`config.mk`:
```
export PLATFORM = sky130hd
export DESIGN_NAME = minimal_standard_lcg_range
export DESIGN_NICKNAME = d
export VERILOG_FILES = /design/src/design/lcgr_pkg.sv /design/src/design/lcgr_front.sv /design/src/design/lcgr_back.sv /design/src/design/minimal_standard_lcg_range.sv
export SDC_FILE = /design/constraint.sdc
export NUM_CORES = 2
export LEC_CHECK = 0
export ABC_AREA = 1
export BUFFER_PORTS_ARGS = -buffer_cell sky130_fd_sc_hd__buf_4
export CORE_ASPECT_RATIO = 1.4
export CORE_UTILIZATION = 50
export DETAILED_ROUTE_END_ITERATION = 12
export PLACE_DENSITY = 0.69
export SETUP_SLACK_MARGIN = 0.05
export SKIP_CTS_REPAIR_TIMING = 1
export SKIP_LAST_GASP = 1
export SLEW_MARGIN = 20
export SYNTH_ARGS = -nofsm -noshare
export SYNTH_HDL_FRONTEND = slang
export SYNTH_SLANG_ARGS = --single-unit
```
`constraint.sdc`:
```
create_clock -name clk -period 21.9 [get_ports clk]
set_input_delay 3.285 -clock clk [delete_from_list [all_inputs] [get_ports clk]]
set_output_delay 3.285 -clock clk [all_outputs]
set_load 0.03 [all_outputs]
```
`src/design/lcgr_pkg.sv`:
```
`timescale 1ns / 1ps
package lcgr_pkg;

  localparam int unsigned WORD_W = 31;
  localparam int unsigned BITS_W = 5;
  localparam int unsigned MULT_W = 15;
  localparam int unsigned QUEUE_DEPTH = 2;

  localparam logic [MULT_W-1:0] LCG_MULT = 15'd16807;
  localparam logic [WORD_W-1:0] LCG_MOD = 31'h7FFF_FFFF;

  typedef logic [WORD_W-1:0] word_t;

  typedef struct packed {
    word_t limit;
  } lcgr_item_t;

  typedef enum logic [2:0] {
    BK_IDLE,
    BK_MUL,
    BK_FOLD,
    BK_SCALE,
    BK_DIV
  } back_state_t;

endpackage

```
`src/design/lcgr_front.sv`:
```
`timescale 1ns / 1ps
module lcgr_front
  import lcgr_pkg::*;
(
  input  logic                clk,
  input  logic                rst,
  input  logic                in_valid,
  output logic                in_ready,
  input  logic                in_func,
  input  word_t               in_limit,
  input  logic [BITS_W-1:0]   in_mask_bits,
  output logic                head_valid,
  output lcgr_item_t          head_item,
  input  logic                head_take
);

  lcgr_item_t queue [QUEUE_DEPTH];
  logic       wr_ptr;
  logic       rd_ptr;
  logic [1:0] count;
  logic       push;
  logic       pop;
  word_t      eff_limit;

  // keep the low limit bits in masked mode
  always_comb begin
    if (in_func) begin
      eff_limit = in_limit & ~(LCG_MOD << in_mask_bits);
    end else begin
      eff_limit = in_limit;
    end
  end

  assign in_ready   = (count != 2'(QUEUE_DEPTH));
  assign push       = in_valid && in_ready;
  assign head_valid = (count != 2'd0);
  assign pop        = head_valid && head_take;
  assign head_item  = queue[rd_ptr];

  always_ff @(posedge clk) begin
    if (push) begin
      queue[wr_ptr].limit <= eff_limit;
    end
  end

  always_ff @(posedge clk) begin
    if (rst) begin
      wr_ptr <= 1'b0;
      rd_ptr <= 1'b0;
      count  <= 2'd0;
    end else begin
      if (push) begin
        wr_ptr <= ~wr_ptr;
      end
      if (pop) begin
        rd_ptr <= ~rd_ptr;
      end
      case ({push, pop})
        2'b10:   count <= count + 2'd1;
        2'b01:   count <= count - 2'd1;
        default: count <= count;
      endcase
    end
  end

`ifndef SYNTHESIS
  a_count_range: assert property (@(posedge clk) disable iff (rst)
    count <= 2'(QUEUE_DEPTH))
    else $error("queue count out of range");

  a_no_push_full: assert property (@(posedge clk) disable iff (rst)
    (count == 2'(QUEUE_DEPTH)) && !pop |=> count == 2'(QUEUE_DEPTH))
    else $error("queue overfilled");

  a_ptr_track: assert property (@(posedge clk) disable iff (rst)
    (count == 2'd0) || (count == 2'(QUEUE_DEPTH)) |-> wr_ptr == rd_ptr)
    else $error("queue pointers disagree with count");
`endif

endmodule

```
`src/design/lcgr_back.sv`:
```
`timescale 1ns / 1ps
module lcgr_back
  import lcgr_pkg::*;
(
  input  logic       clk,
  input  logic       rst,
  input  logic       cfg_write,
  input  word_t      cfg_seed,
  input  logic       head_valid,
  input  lcgr_item_t head_item,
  output logic       head_take,
  output logic       out_valid,
  input  logic       out_ready,
  output word_t      out_raw,
  output word_t      out_range
);

  back_state_t state;
  back_state_t state_next;

  word_t                   seed;
  logic                    seed_loaded;
  word_t                   gen_state;
  word_t                   limit;
  logic [WORD_W+MULT_W-1:0] prod_gen;
  logic [2*WORD_W-1:0]      prod_scale;

  logic        out_load;
  logic [31:0] fold1;
  logic [31:0] fold2;
  word_t       gen_new;
  word_t       gen_src;
  word_t       div_hi;
  logic [31:0] div_sum;
  word_t       range_calc;

  assign gen_src = seed_loaded ? gen_state : seed;

  // Mersenne fold of the product back under the modulus
  always_comb begin
    fold1 = {1'b0, prod_gen[WORD_W-1:0]} + {17'b0, prod_gen[WORD_W+MULT_W-1:WORD_W]};
    fold2 = {1'b0, fold1[WORD_W-1:0]} + {31'b0, fold1[31]};
    if (fold2 >= {1'b0, LCG_MOD}) begin
      gen_new = WORD_W'(fold2 - {1'b0, LCG_MOD});
    end else begin
      gen_new = fold2[WORD_W-1:0];
    end
  end

  // floor(p / (2^31-1)) = hi + (hi + lo >= 2^31-1), then add one
  always_comb begin
    div_hi     = prod_scale[2*WORD_W-1:WORD_W];
    div_sum    = {1'b0, div_hi} + {1'b0, prod_scale[WORD_W-1:0]};
    range_calc = div_hi + WORD_W'(div_sum >= {1'b0, LCG_MOD}) + WORD_W'(1);
  end

  always_comb begin
    state_next = state;
    case (state)
      BK_IDLE:  if (head_valid) state_next = BK_MUL;
      BK_MUL:   state_next = BK_FOLD;
      BK_FOLD:  state_next = BK_SCALE;
      BK_SCALE: state_next = BK_DIV;
      BK_DIV:   if (!out_valid || out_ready) state_next = BK_IDLE;
      default:  state_next = BK_IDLE;
    endcase
  end

  always_comb begin
    head_take = 1'b0;
    out_load  = 1'b0;
    case (state)
      BK_IDLE: head_take = head_valid;
      BK_DIV:  out_load  = !out_valid || out_ready;
      default: begin
        head_take = 1'b0;
        out_load  = 1'b0;
      end
    endcase
  end

  always_ff @(posedge clk) begin
    if (rst) begin
      state       <= BK_IDLE;
      seed        <= WORD_W'(1);
      seed_loaded <= 1'b0;
      gen_state   <= '0;
      out_valid   <= 1'b0;
    end else begin
      state <= state_next;
      if (cfg_write) begin
        seed        <= cfg_seed;
        seed_loaded <= 1'b0;
      end else if (state == BK_MUL) begin
        seed_loaded <= 1'b1;
      end
      if (state == BK_FOLD) begin
        gen_state <= gen_new;
      end
      if (out_load) begin
        out_valid <= 1'b1;
      end else if (out_ready) begin
        out_valid <= 1'b0;
      end
    end
  end

  always_ff @(posedge clk) begin
    if (head_take) begin
      limit <= head_item.limit;
    end
    if (state == BK_MUL) begin
      prod_gen <= (WORD_W+MULT_W)'(gen_src) * (WORD_W+MULT_W)'(LCG_MULT);
    end
    if (state == BK_SCALE) begin
      prod_scale <= (2*WORD_W)'(gen_state) * (2*WORD_W)'(limit);
    end
    if (out_load) begin
      out_raw   <= gen_state;
      out_range <= range_calc;
    end
  end

`ifndef SYNTHESIS
  a_state_reduced: assert property (@(posedge clk) disable iff (rst)
    state == BK_SCALE |-> gen_state != LCG_MOD)
    else $error("generator state not reduced");

  a_out_from_div: assert property (@(posedge clk) disable iff (rst)
    $rose(out_valid) |-> $past(state) == BK_DIV)
    else $error("result shown without finishing an item");

  a_range_nonzero: assert property (@(posedge clk) disable iff (rst)
    out_valid |-> out_range != '0)
    else $error("range number of zero");

  a_seed_used: assert property (@(posedge clk) disable iff (rst)
    state == BK_MUL |=> seed_loaded || $past(cfg_write))
    else $error("seed not marked loaded");
`endif

endmodule

```
`src/design/minimal_standard_lcg_range.sv`:
```
`timescale 1ns / 1ps
// channel  direction  tdata / data                         tuser
// s_axis   in         [30:0] limit, [35:31] mask_bits      [0] func
// m_axis   out        [30:0] raw_value, [61:31] range_number  -
// cfg      in         [30:0] seed                          -
//
// The back sequencer handles one word in steps: queue take, constant multiply,
// modulus fold, scaling multiply, then quotient correction with result load.
// A two-word queue holds classified input while the back is busy.
// Reset (rst, synchronous) empties the queue, drops any result and sets seed to 1.
// A held result stalls only the last step; input keeps filling the queue.
module minimal_standard_lcg_range
  import lcgr_pkg::*;
(
  input  logic        clk,
  input  logic        rst,
  input  logic        s_axis_tvalid,
  output logic        s_axis_tready,
  input  logic [39:0] s_axis_tdata,   // limit, mask_bits
  input  logic [0:0]  s_axis_tuser,   // func
  output logic        m_axis_tvalid,
  input  logic        m_axis_tready,
  output logic [63:0] m_axis_tdata,   // raw_value, range_number
  input  logic        cfg_valid,
  output logic        cfg_ready,
  input  logic [30:0] cfg_data        // seed
);

  logic       head_valid;
  lcgr_item_t head_item;
  logic       head_take;
  word_t      out_raw;
  word_t      out_range;

  assign cfg_ready = 1'b1;

  lcgr_front u_front (
    .clk          (clk),
    .rst          (rst),
    .in_valid     (s_axis_tvalid),
    .in_ready     (s_axis_tready),
    .in_func      (s_axis_tuser[0]),
    .in_limit     (s_axis_tdata[WORD_W-1:0]),
    .in_mask_bits (s_axis_tdata[WORD_W+BITS_W-1:WORD_W]),
    .head_valid   (head_valid),
    .head_item    (head_item),
    .head_take    (head_take)
  );

  lcgr_back u_back (
    .clk        (clk),
    .rst        (rst),
    .cfg_write  (cfg_valid && cfg_ready),
    .cfg_seed   (cfg_data),
    .head_valid (head_valid),
    .head_item  (head_item),
    .head_take  (head_take),
    .out_valid  (m_axis_tvalid),
    .out_ready  (m_axis_tready),
    .out_raw    (out_raw),
    .out_range  (out_range)
  );

  assign m_axis_tdata = {2'b00, out_range, out_raw};

endmodule
```
==> key figures <==
Min path
  • Hold Path Class: reg2reg
  • Hold path depth: 0

Layout
  • Syn-to-layout area delta: 7.00%
  • Non-Filler Instances: 8,372
  • Most common cell after layout, fill and taps aside: inv_1
  • Commonest non-fill, non-tap cells in the layout: inv_1 (1,753), nand2_1 (1,662), fa_1 (972), ha_1 (494), nor2_1 (317)
  • Nets@finish: 8,414
  • Layout fillers: 10,400
  • Layout cells sized above 1: 0.0658

Logic synthesis
  • Register bit total from synthesis: 334
  • Synth Warn #: 0
  • Post-Synthesis Cell Area: 56,600 µm²
  • Post-Syn Area per Cell: 8.28 µm²
  • Part of the Yosys area used for sequential elements: 0.165
  • Post-synth EDFFs: 263
  • Top_reg_cell synth: edfxtp_1
  • Ys async rst share: 0
  • Mapped Cells: 6,835
  • Distinct cells, synth: 55

Routing
  • DRC violations left: 0
  • Antenna viol nets, final: 0
  • Initial DRC count: 2,680
  • WL/cell: 18.7 µm
  • Final WL: 157 mm
  • Vias per cell: 5.24
  • DR pass1 iterations: 5
  • Routed via count: 43,900

Timing
  • Skew final: 34.2 ps
  • Final hold viol count: 0
  • Worst-Margin Slew: 1060 ps
  • Final setup vio count: 0
  • Unrepaired setup endpoints after global routing: no
  • Slew Limit Fails: 0
  • Setup TNS: 0 ps
  • Max-slew headroom: 0.295
  • Final Cycle Share: 0.382
  • Fmax achieved: 119 MHz
  • Final min period: 8370 ps

Die
  • Chip width: 286 µm
  • Die height: 400 µm
  • FP Rows: 145
  • Starting Density: 0.505
  • Placeable Area: 112,000 µm²
  • I/O Pins: 144
  • Die area: 115,000 µm²

Clock tree
  • Clock Latency Late Sink: 610 ps
  • Reg clk slew, reported paths: 60 ps
  • CTS max path bufs: 3
  • H-tree depth: 2
  • TritonCTS Buffers: 39
  • Clk sinks: 334
  • CTS tree: done
  • Clock root buffer: clkbuf_16

Worst setup path
  • CP Capture Type: register
  • Crit-path max FO: 31
  • Crit path max-delay cell type: dfxtp_1
  • CP arrival: 8700 ps
  • Worst Setup Path Type: reg2reg
  • R2r worst-path depth: 29
  • Req. time, crit path: 22,230 ps
  • CP Launch Type: register
  • CP dominant cell by count: fa_1
  • CP peak stage delay: 590 ps

Global route
  • Antenna violations before repair: 5
  • First-pass GRT wire length: 248 mm
  • GRT Total Usage: 0.282
  • Grt total ovfl: 0
  • Vias in the first global route: 47,100
  • Largest net degree at the start of global routing: 64

Job
  • Max Cap Viol: 0

Placed design
  • PortBufs: 136
  • RePlAce Congestion: 0.934
  • Post-DP HPWL: 127 mm
  • Dpl cells: 8,299

Status
  • Status: complete, no violations
-- Yosys cell counts, drive strengths merged (32+ instances only) --
cell    count  share of area
dfxtp      71          0.025
nor3       34         0.0032
ha        494           0.11
a31oi      41         0.0045
clkbuf    219          0.015
nand4      42         0.0046
inv      1774           0.12
o21ai     180          0.016
or2        32         0.0035
a21oi     217          0.020
fa        972           0.34
nand2    1709           0.12
nor2      356          0.026
xnor2      59         0.0091
nand3     164          0.016
xor2      100          0.015
edfxtp    263           0.14
-- layer usage --
layer | track usage | wire length, µm
met3 | 0.0292 | 8660
met2 | 0.523 | 81500
met5 | 0 | 0
met4 | 0.158 | 9800
met1 | 0.312 | 56500
-- critical path: cells and delay by family, from the launching register on --
family | cells | cell delay [ps]
buffers and inverters | 6 | 840
flip-flops | 1 | 590
adder cells (fa/ha/maj) | 9 | 4310
XOR/XNOR | 1 | 100
AO/OA/AOI/OAI | 4 | 840
AND/OR/NAND/NOR | 9 | 1410
-- final cells by class --
class	count	area [µm²]	area share
multi-input combinational	4495	39700	0.656
clock inverter	25	255	0.00422
antenna	4	10.0	0.000165
timing repair buffer	221	1680	0.0277
sequential	334	9320	0.154
tap	1470	1840	0.0304
inverter	1780	6680	0.110
clock buffer	43	1010	0.0167
-- kinds of logic after synthesis --
logic type                 after synthesis  synth area share
other                                    2          0.000133
and+or+nand+nor                       2363             0.174
xor gates and xnor gates               159            0.0246
DFF                                    334             0.165
buffers and inverters                 2007             0.134
adders and majority gates             1466             0.453
AOI/OAI and AO/OA                      504            0.0494
-- worst paths after layout --
check,from,end,slack (ps)
setup / recovery,u_back.gen_state[16]$_SDFFE_PP0N_,u_back.prod_scale[58]$_DFFE_PP_,13530
hold / removal,u_back.gen_state[2]$_SDFFE_PP0N_,u_back.out_raw[2]$_DFFE_PP_,460
hold reg to reg,u_back.gen_state[2]$_SDFFE_PP0N_,u_back.out_raw[2]$_DFFE_PP_,460
setup reg to reg,u_back.gen_state[16]$_SDFFE_PP0N_,u_back.prod_scale[58]$_DFFE_PP_,13530
-- stage by stage --
| stage | setup slack (ps) | cell area, µm² | hold slack, ps | utilization |
|---|---|---|---|---|
| 6_report | 13530 | 60500 | 459 | 0.541 |
| 5_1_grt | 13190 | 60500 | 493 | 0.541 |
| 2_1_floorplan | 12060 | 56600 | 406 | - |
| 3_5_place_dp | 13640 | 59200 | 446 | 0.529 |
| 4_1_cts | 13620 | 60500 | 462 | 0.540 |
| 3_3_place_gp | 13660 | 59200 | 446 | 0.529 |
-- flip-flops by register name (all words and copies together), names as in the netlist --
name                count
u_back.prod_scale      62
u_front.rd_ptr          1
u_back.out_range       31
u_back.gen_state       31
u_back.state            3
u_back.out_raw         31
u_back.prod_gen        46
u_front.count           2
u_front.wr_ptr          1
u_back.seed            31
u_back.limit           31
u_front.queue          62
u_back.out_valid        1
u_back.seed_loaded      1
Power is not shown: default switching activity piles up to over one toggle a cycle in this logic, so the estimate is an artifact.
